[src/rtl/core/efrb_pkg.sv]
// ----------------------------------------------------------------------------
// efrb_pkg
// Shared types and constants of the escaped frame receive buffer.
// ----------------------------------------------------------------------------
package efrb_pkg;

  localparam int BYTE_W = 8;
  localparam int FILL_W = 9;
  localparam int LEN_W  = 10;
  localparam int CIDX_W = 2;

  // register indexes of the configuration port
  localparam logic [CIDX_W-1:0] CFG_START_FLAG = 2'd0;
  localparam logic [CIDX_W-1:0] CFG_END_FLAG   = 2'd1;
  localparam logic [CIDX_W-1:0] CFG_ESCAPE     = 2'd2;

  localparam logic [BYTE_W-1:0] START_FLAG_RST = 8'd126;
  localparam logic [BYTE_W-1:0] END_FLAG_RST   = 8'd127;
  localparam logic [BYTE_W-1:0] ESCAPE_RST     = 8'd125;

  typedef enum logic [1:0] {
    OP_PUT   = 2'd0,
    OP_POP   = 2'd1,
    OP_QUERY = 2'd2,
    OP_CLEAR = 2'd3
  } opcode_t;

  // controller to datapath
  typedef struct packed {
    logic    put;
    logic    pop_rd;
    logic    ring_clear;
    logic    scan_init;
    logic    scan_step;
    logic    fin;
    opcode_t fin_op;
    logic    fin_empty;
    logic    fin_eor;
  } dp_cmd_t;

  // datapath to controller
  typedef struct packed {
    logic ring_empty;
    logic scan_done;
  } dp_stat_t;

endpackage

[src/rtl/core/efrb_ctrl.sv]
// ----------------------------------------------------------------------------
// efrb_ctrl
// Operation sequencer: accepts a command, steps the scan, strobes the result.
// ----------------------------------------------------------------------------
module efrb_ctrl (
  input  logic                   clk,
  input  logic                   rst_n,
  input  logic                   start,
  output logic                   busy,
  input  logic [1:0]             in_opcode,
  input  logic                   in_end_of_read,
  input  efrb_pkg::dp_stat_t     stat_i,
  output efrb_pkg::dp_cmd_t      cmd_o,
  output logic                   out_valid
);

  typedef enum logic [1:0] {
    S_IDLE,
    S_SCAN,
    S_FIN
  } state_t;

  state_t            state_r, state_nxt;
  efrb_pkg::opcode_t op_r;
  logic              empty_r;
  logic              eor_r;
  logic              out_valid_r;
  efrb_pkg::opcode_t op_in;

  assign op_in = efrb_pkg::opcode_t'(in_opcode);

  always_comb begin
    state_nxt       = state_r;
    cmd_o           = '0;
    cmd_o.fin_op    = op_r;
    cmd_o.fin_empty = empty_r;
    cmd_o.fin_eor   = eor_r;
    case (state_r)
      S_IDLE: begin
        if (start) begin
          state_nxt = S_FIN;
          case (op_in)
            efrb_pkg::OP_PUT:   cmd_o.put = 1'b1;
            efrb_pkg::OP_POP:   cmd_o.pop_rd = !stat_i.ring_empty;
            efrb_pkg::OP_QUERY: begin
              cmd_o.scan_init = 1'b1;
              state_nxt       = S_SCAN;
            end
            efrb_pkg::OP_CLEAR: cmd_o.ring_clear = 1'b1;
            default: ;
          endcase
        end
      end
      S_SCAN: begin
        if (stat_i.scan_done) begin
          state_nxt = S_FIN;
        end else begin
          cmd_o.scan_step = 1'b1;
        end
      end
      S_FIN: begin
        cmd_o.fin = 1'b1;
        state_nxt = S_IDLE;
      end
      default: state_nxt = S_IDLE;
    endcase
  end

  always_ff @(posedge clk) begin
    if (!rst_n) begin
      state_r     <= S_IDLE;
      op_r        <= efrb_pkg::OP_PUT;
      empty_r     <= 1'b0;
      eor_r       <= 1'b0;
      out_valid_r <= 1'b0;
    end else begin
      state_r     <= state_nxt;
      out_valid_r <= (state_r == S_FIN);
      if (state_r == S_IDLE && start) begin
        op_r    <= op_in;
        empty_r <= stat_i.ring_empty;
        eor_r   <= in_end_of_read;
      end
    end
  end

  assign busy      = (state_r != S_IDLE);
  assign out_valid = out_valid_r;

endmodule

[config.mk]
export PLATFORM = sky130hd
export DESIGN_NAME = efrb_ctrl
export DESIGN_NICKNAME = d
export VERILOG_FILES = /design/src/rtl/core/efrb_pkg.sv /design/src/rtl/core/efrb_ctrl.sv
export SDC_FILE = /design/constraint.sdc
export NUM_CORES = 1
export LEC_CHECK = 0
export BUFFER_PORTS_ARGS = -buffer_cell sky130_fd_sc_hd__buf_4
export CORE_AREA = 2 2 39 41
export DETAILED_ROUTE_END_ITERATION = 12
export DIE_AREA = 0 0 41 43
export GPL_TIMING_DRIVEN = 1
export MAX_ROUTING_LAYER = met4
export PLACE_DENSITY = 0.59
export REMOVE_ABC_BUFFERS = 1
export SYNTH_ARGS = -nofsm -noshare
export SYNTH_HDL_FRONTEND = slang
export SYNTH_SLANG_ARGS = --single-unit
export TNS_END_PERCENT = 100
[constraint.sdc]
create_clock -name clk -period 2.75 [get_ports clk]
set_input_delay 0.4125 -clock clk [delete_from_list [all_inputs] [get_ports clk]]
set_output_delay 0.4125 -clock clk [all_outputs]
set_load 0.03 [all_outputs]
## Word level (Yosys, flattened, before mapping)

Cells that the tools add are included.

| cells by class | value |
|---|---|
| equal/unequal tests | 7 |
| multiplexer cells | 13 |
| reduce and logical (&&, ||, !) cells | 6 |

Operators by type and width:

| cell | number |
|---|---|
| 4-bit two-way mux | 2 |
| 1-bit two-way mux | 7 |
| 2-bit == test, second input constant | 3 |
| 2-bit two-way mux | 3 |
| 2-bit by 1-bit == test with 1-bit output, second input constant | 2 |
| 2-bit zero test | 2 |
| 2-bit inequality test, second input constant | 2 |
| 2-bit one-hot mux with 2 select lines | 1 |
| 2-bit AND reduction | 1 |
| 2-bit nonzero test | 1 |
| 1-bit logical AND | 1 |
| 1-bit zero test | 1 |

| word-level totals | value |
|---|---|
| flip-flop bits (word level) | 7 |
| input port bits | 8 |
| output and inout bits | 12 |
| logic and storage cells | 31 |

## Depth between registers and ports, before layout

Gate-level depths: netlist (run 1).

| logic depth | value |
|---|---|
| depth in word-level cells | 4 |
| depth in mapped cells | 3 |
| depth with buffers taken out | 3 |

## Worst setup path before layout (run 1)

Ideal clock, no wire load.

| path | value |
|---|---|
| kind | register to output |
| start | reg state_r[0] |
| end | out cmd_o[9] (netlist bit) |
| data arrival time | 1.584 ns |
| required time | 2.338 ns |
| slack | 0.754 ns |
| cell stages (with the launch flop) | 3 |
| buffers on the path | 0 |
| cells stage by stage | dfxtp_1 > or2_4 > nor4_1 |

RTL lines:

| element | RTL line | text |
|---|---|---|
| from (decl) | efrb_ctrl.sv:23 | `state_t state_r, state_nxt;` |
| from (signal assigned) | efrb_ctrl.sv:77 | `state_r <= state_nxt;` |
| to (decl) | efrb_ctrl.sv:13 | `output efrb_pkg::dp_cmd_t cmd_o,` |

==> reports/metrics.csv, run 1 <==
stage,metric,value,unit
global_route,grt_overflow,0,
cells_and_area,area_growth,49.45,%
yosys,postSynthCellCount,37,
cells_and_area,n_antenna_cell,0,
cts,ctsResizeCount,0,
cts,clock-root-buffer,clkbuf_4,
worst_setup_path,criticalPathCategory,flop to output pin,
floorplanning,die_w,41,um
floorplanning,start_util,0.2486,
job,drv_cap,0,
timing,slew_headroom,0.7789,
global_route,antenna_found_initial,0,
cells_and_area,final_core_util,0.3716,
yosys,synth_area_per_cell,9.299,um2
worst_setup_path,worstPathRequired,2.34,ns
cells_and_area,drive_gt1_frac,0.4561,
yosys,synth_top_area_share,0.4073,
timing,fin_crit_sh,0.6495,
global_route,grt_pass1_vias,262,
placed_design,dp.cells,69,
worst_setup_path,end_kind,output pin,
yosys,synth_seq_cells,7,
power_and_ir_drop,leakage,0.2368,nW
timing,worst_slack,0.9638,ns
yosys,ys_seq_area_frac,0.4073,
route,drt-initial-drc-count,4,
global_route,grt_use_total,0.09175,
worst_setup_path,worst_ep_arrival_time,1.37,ns
worst_setup_path,startpoint_type,flop,
global_route,grt_pass1_wl,1048,um
timing,final.setup.tns,0,ns
cells_and_area,final_cells,73,
timing,slew_viol_final,0,
cells_and_area,final_area,514.2,um2
yosys,yosysUniqueCellTypes,20,
worst_setup_path,cpPeakStageDelay,0.37,ns
floorplanning,io-pin-count,20,
timing,rsz0062_at_grt,no,
power_and_ir_drop,swShare,0.2901,
cts,cts_tree,yes,
timing,worstMarginPinSlew,0.3314,ns
power_and_ir_drop,p_per_area,525.2,nW/um2
yosys,netlist_area,344.1,um2
power_and_ir_drop,power.internal,0.1917,mW
placed_design,dpl.hpwl,528.5,um
run_status,status,"finished, final reports clean",
cts,cts_hold_buf,0,
timing,hold_viol,0,
floorplanning,placementRows,14,
power_and_ir_drop,power_switching,0.07834,mW
worst_setup_path,crit_chain,nor3b_4 > and4bb_1 > buf_4,
cells_and_area,finalNetCount,66,
cts,clk-insertion-delay-late,0.25,ns
cts,cts.sinks,7,
floorplanning,die_area,1763,um2
route,viasPerCell,4.301,
route,drt-pass1-iter-count,4,
timing,max_freq,559.8,MHz
cts,clock_tree.buffer_depth,2,
worst_setup_path,reg2reg_slack,1.73,ns
placed_design,gp_congestion,0.6747,
timing,setup_viol,0,
cts,numCtsBuffers,3,
power_and_ir_drop,pwr-share-comb,0.242,
yosys,ys_warn_count,0,
worst_setup_path,crit_path_max_fanout,10,
power_and_ir_drop,pwr-share-seq,0.416,
route,wl,660,um
placed_design,place_area,488.0,um2
route,drc,0,
route,vias,314,
global_route,grt_max_degree,12,
power_and_ir_drop,ir_drop,173.7,uV
placed_design,dp_slack,1.099,ns
cts,htree_levels,1,
yosys,synth.largest_area_cell,dfxtp_1,
yosys,ys_top_cells_by_area,"dfxtp_1, nand3_1, o21ai_0",
floorplanning,die-height,43,um
floorplanning,core_area,1384,um2
timing,min_period,1.786,ns
power_and_ir_drop,clockPowerShare,0.342,
worst_setup_path,crit_path_top_delay_cell,dfxtp_1,
route,wl_per_cell,9.041,um
cts,clkTransAtPathRegs,0.05,ns
timing,skew,0.003003,ns
cts,post_cts_buffers,0,
worst_hold_path,hp-class,input port to flop,
placed_design,port_buffers,19,
route,ant_nets,0,
## per-layer routing
layer | global-route usage | routed length, um | up-vias
li1 | - | - | 169
met5 | - | 0 | -
met2 | 0.1094 | 315 | 11
met3 | 0.01571 | 46 | 0
met1 | 0.1165 | 298 | 134
met4 | 0.1000 | 0 | 0
## worst max-delay path: cells and delay by family, from the launching register on
family	cells	cell delay (ns)
simple gates	2	0.61
flops	1	0.37
buf+inv	1	0.16
## final cells by class
| type | instances | area [um2] |
|---|---|---|
| Clock buffer | 4 | 26.28 |
| Multi-Input combinational cell | 26 | 181.4 |
| Sequential cell | 7 | 140.1 |
| Inverter | 1 | 3.754 |
| Timing Repair Buffer | 19 | 142.6 |
| Tap cell | 16 | 20.02 |
| Fill cell | 153 | 869.6 |
## synth_stat cells
| cell type | n |
|---|---|
| dfxtp_1 | 7 |
| nand2_1 | 4 |
| nand3_1 | 4 |
| o21ai_0 | 4 |
| buf_4 | 2 |
| nor3b_1 | 2 |
| a22oi_1 | 1 |
| and2_1 | 1 |
| and2b_2 | 1 |
| and3_1 | 1 |
| and4bb_1 | 1 |
| clkbuf_1 | 1 |
| inv_1 | 1 |
| nand2b_1 | 1 |
| nor2b_1 | 1 |
| nor3_4 | 1 |
| nor3b_4 | 1 |
| nor4_1 | 1 |
| o21a_1 | 1 |
| or2_4 | 1 |
## power by group through the flow
stage               clock network (mW)  registers (mW)  logic [mW]
finish                          0.0923           0.112      0.0654
global placement                     0           0.114      0.0662
global route                    0.0996           0.113      0.0703
CTS                             0.0948           0.112      0.0663
detailed placement                   0           0.115      0.0661
floorplan                            0           0.123      0.0290
## state kept, by name, summed over array words and instances (netlist names)
register   cells
empty_r        1
eor_r          1
op_r           2
out_valid      1
state_r        2
## kinds of logic after synthesis
| group | share of synthesized area |
|---|---|
| AND/OR/NAND/NOR | 0.4255 |
| AO/OA/AOI/OAI | 0.1018 |
| buffers and inverters | 0.06542 |
| flip-flops | 0.4073 |
## stage by stage
step	hold slack (ns)	total power, mW
after floorplan	0.5121	0.1523
after global placement	0.4609	0.1807
after detailed placement	0.4521	0.1807
after CTS	0.3824	0.2735
after global routing	0.3980	0.2834
final	0.3839	0.2701
## placed cells by master (no fill, tap or decap)
cell	count
buf_4	19
dfxtp_1	7
nand2_1	4
nand3_1	4
o21ai_0	4
clkbuf_4	3
nor3b_1	2
or2_4	1
nor3b_4	1
and4bb_1	1
and3_1	1
inv_1	1
nand2b_1	1
nor3_4	1
and2b_2	1
nor4_1	1
nor2b_1	1
a22oi_1	1
and2_1	1
o21a_1	1
clkbuf_1	1
## final timing paths
path                                  end                     from  cells after the start
hold / removal         eor_r$_SDFFE_PN0P_           in_end_of_read                      3
hold reg to reg        eor_r$_SDFFE_PN0P_       eor_r$_SDFFE_PN0P_                      2
setup reg to reg  state_r[0]$_SDFFE_PN0P_  state_r[0]$_SDFFE_PN0P_                      3
setup / recovery                 cmd_o[8]  state_r[0]$_SDFFE_PN0P_                      3
Note: power is estimated with default switching activity, not from simulation.
==> inputs of run 2 (changes only) <==
--- a/config.mk
+++ b/config.mk
@@ -11,7 +11,7 @@
 export DIE_AREA = 0 0 41 43
 export GPL_TIMING_DRIVEN = 1
 export MAX_ROUTING_LAYER = met4
-export PLACE_DENSITY = 0.59
+export PLACE_DENSITY = 0.61
 export REMOVE_ABC_BUFFERS = 1
 export SYNTH_ARGS = -nofsm -noshare
 export SYNTH_HDL_FRONTEND = slang
==> constraint.sdc (replaced) <==
create_clock -name clk -period 1.5 [get_ports clk]
set_input_delay 0.225 -clock clk [delete_from_list [all_inputs] [get_ports clk]]
set_output_delay 0.225 -clock clk [all_outputs]
set_load 0.03 [all_outputs]
==> run 2 against run 1 <==
Compared with the run above: power increased by 88%; critical path depth is the same; global-route usage grew 1.2 points; register-to-register slack lost 1.3 ns; via count is 8.0% higher; cell area is 5.4% higher; combinational power increased by 100%; routed wire length up 18%; critical path type unchanged; largest cell class unchanged.
==> reports/metrics.csv, run 2 (synthesized netlist as in run 1, its figures left out) <==
stage,metric,value,unit
run_status,status,"finished, final reports clean",
worst_setup_path,worst_ep_arrival_time,1.25,ns
worst_setup_path,crit_chain,nor3b_4 > and4bb_1 > buf_6,
global_route,antenna_found_initial,0,
placed_design,port_buffers,19,
cts,cts_hold_buf,0,
cells_and_area,final_cell_mix,"buf_4, dfxtp_1, nand2_1, nand3_1, o21ai_0",
floorplanning,die-height,43,um
worst_setup_path,worstPathRequired,1.27,ns
worst_setup_path,cpPeakStageDelay,0.34,ns
power_and_ir_drop,leakage,0.2488,nW
route,drt-initial-drc-count,2,
job,drv_cap,0,
cts,numCtsBuffers,3,
timing,fin_crit_sh,0.9814,
power_and_ir_drop,p_per_area,937.6,nW/um2
timing,worst_slack,0.02784,ns
timing,max_freq,679.3,MHz
floorplanning,die_w,41,um
placed_design,gp_congestion,0.6722,
timing,final.setup.tns,0,ns
power_and_ir_drop,ir_drop,621.5,uV
floorplanning,io-pin-count,20,
worst_setup_path,startpoint_type,flop,
cells_and_area,drive_gt1_frac,0.5254,
floorplanning,die_area,1763,um2
worst_setup_path,reg2reg_depth,4,
route,drc,0,
global_route,grt_pass1_vias,261,
worst_hold_path,hp-start,in_end_of_read,
floorplanning,placementRows,14,
worst_hold_path,whs_endpoint,eor_r$_SDFFE_PN0P_,
floorplanning,start_util,0.2486,
timing,hold_viol,0,
cts,htree_levels,1,
timing,worstMarginPinSlew,0.2804,ns
placed_design,dpl.hpwl,575.2,um
cts,cts.sinks,7,
placed_design,place_area,495.5,um2
route,viasPerCell,4.520,
timing,skew,0.001203,ns
cells_and_area,n_antenna_cell,0,
timing,slew_viol_final,0,
cts,clk-insertion-delay-late,0.25,ns
timing,min_period,1.472,ns
cts,clkTransAtPathRegs,0.05,ns
worst_setup_path,end_kind,output pin,
worst_setup_path,criticalPathCategory,flop to output pin,
cts,clock_tree.buffer_depth,2,
power_and_ir_drop,power,0.5080,mW
placed_design,dp_slack,0.2640,ns
cells_and_area,final_common_cell,buf_4,
route,vias,339,
cells_and_area,final_area,541.8,um2
worst_setup_path,r2r-start,state_r[1]$_SDFFE_PN0P_,
worst_setup_path,r2r-end,op_r[0]$_SDFFE_PN0P_,
timing,rsz0062_at_grt,yes,
global_route,grt_use_total,0.1033,
global_route,grt_overflow,0,
cts,clock-root-buffer,clkbuf_4,
worst_setup_path,crit_path_top_delay_cell,dfxtp_2,
route,drt-pass1-iter-count,4,
route,ant_nets,0,
route,wl,778,um
worst_hold_path,whs_path_depth,3,
cells_and_area,top_regs,"op_r: 2 flops, state_r: 2 flops",
cells_and_area,area_growth,57.45,%
worst_hold_path,hp-class,input port to flop,
global_route,grt_max_degree,12,
floorplanning,core_area,1384,um2
cells_and_area,final_core_util,0.3915,
timing,slew_headroom,0.8127,
timing,setup_viol,0,
cells_and_area,finalNetCount,68,
cts,cts_tree,yes,
route,wl_per_cell,10.37,um
worst_setup_path,crit_path_max_fanout,6,
global_route,grt_pass1_wl,1193,um
worst_setup_path,reg2reg_slack,0.48,ns
run 2: changes by cell type in the layout (fill, tap and decap cells not counted):
cell / change
nor4_1: -1
dfxtp_1: -2
nor4_2: +1
dfxtp_2: +2
buf_6: +1
buf_4: +1
run 2: worst max-delay path by stage:
stage / endpoint / start / slack [ns] / depth (start not counted)
after global routing: cmd_o[8] / state_r[1]$_SDFFE_PN0P_ / -0.03 / 3
after floorplan: cmd_o[9] / state_r[0]$_SDFFE_PN0P_ / -0.31 / 2
after detailed placement: cmd_o[9] / state_r[0]$_SDFFE_PN0P_ / 0.26 / 3
after global placement: cmd_o[9] / state_r[0]$_SDFFE_PN0P_ / 0.26 / 3
final: cmd_o[8] / state_r[1]$_SDFFE_PN0P_ / 0.03 / 3
after CTS: cmd_o[9] / state_r[1]$_SDFFE_PN0P_ / 0.002 / 3
run 2: per-stage QoR:
step	instances	hold slack (ns)
2_1_floorplan	34	0.3428
3_3_place_gp	70	0.4417
3_5_place_dp	70	0.4531
4_1_cts	74	0.1916
5_1_grt	75	0.2327
6_report	75	0.1948
run 2: worst max-delay path, delay by kind of cell, from the launching register on:
kind	cells	cell delay [ns]
AND/OR/NAND/NOR	2	0.52
flip-flops	1	0.34
buffers and inverters	1	0.13
run 2: repair_timing:
| item | CTS | global route |
|---|---|---|
| gates resized for setup | 1 | 3 |
| setup endpoints to repair | 2 | 3 |
| buffers inserted | 0 | 1 |
| cloned | 0 | 0 |
| pin swaps | 0 | 2 |
run 2: layout make-up:
| cell class | count | area, um2 |
|---|---|---|
| sequential | 7 | 142.6 |
| inverter | 1 | 3.754 |
| multi-input combinational | 26 | 187.7 |
| fill | 146 | 842.1 |
| timing repair buffer | 21 | 161.4 |
| clock buffer | 4 | 26.28 |
| tap | 16 | 20.02 |
run 2: power by group:
group | switching (mW) | total [mW] | internal, mW
logic | 0.0717 | 0.131 | 0.0591
clock network | 0.0691 | 0.171 | 0.101
registers | 0.00834 | 0.207 | 0.198
run 2: routing by layer:
layer	wire (um)	share of wire	track usage
met1	355	0.46	0.1564
met2	322	0.41	0.1156
met3	100	0.13	0.07853
met4	0	0	0
met5	0	0	-
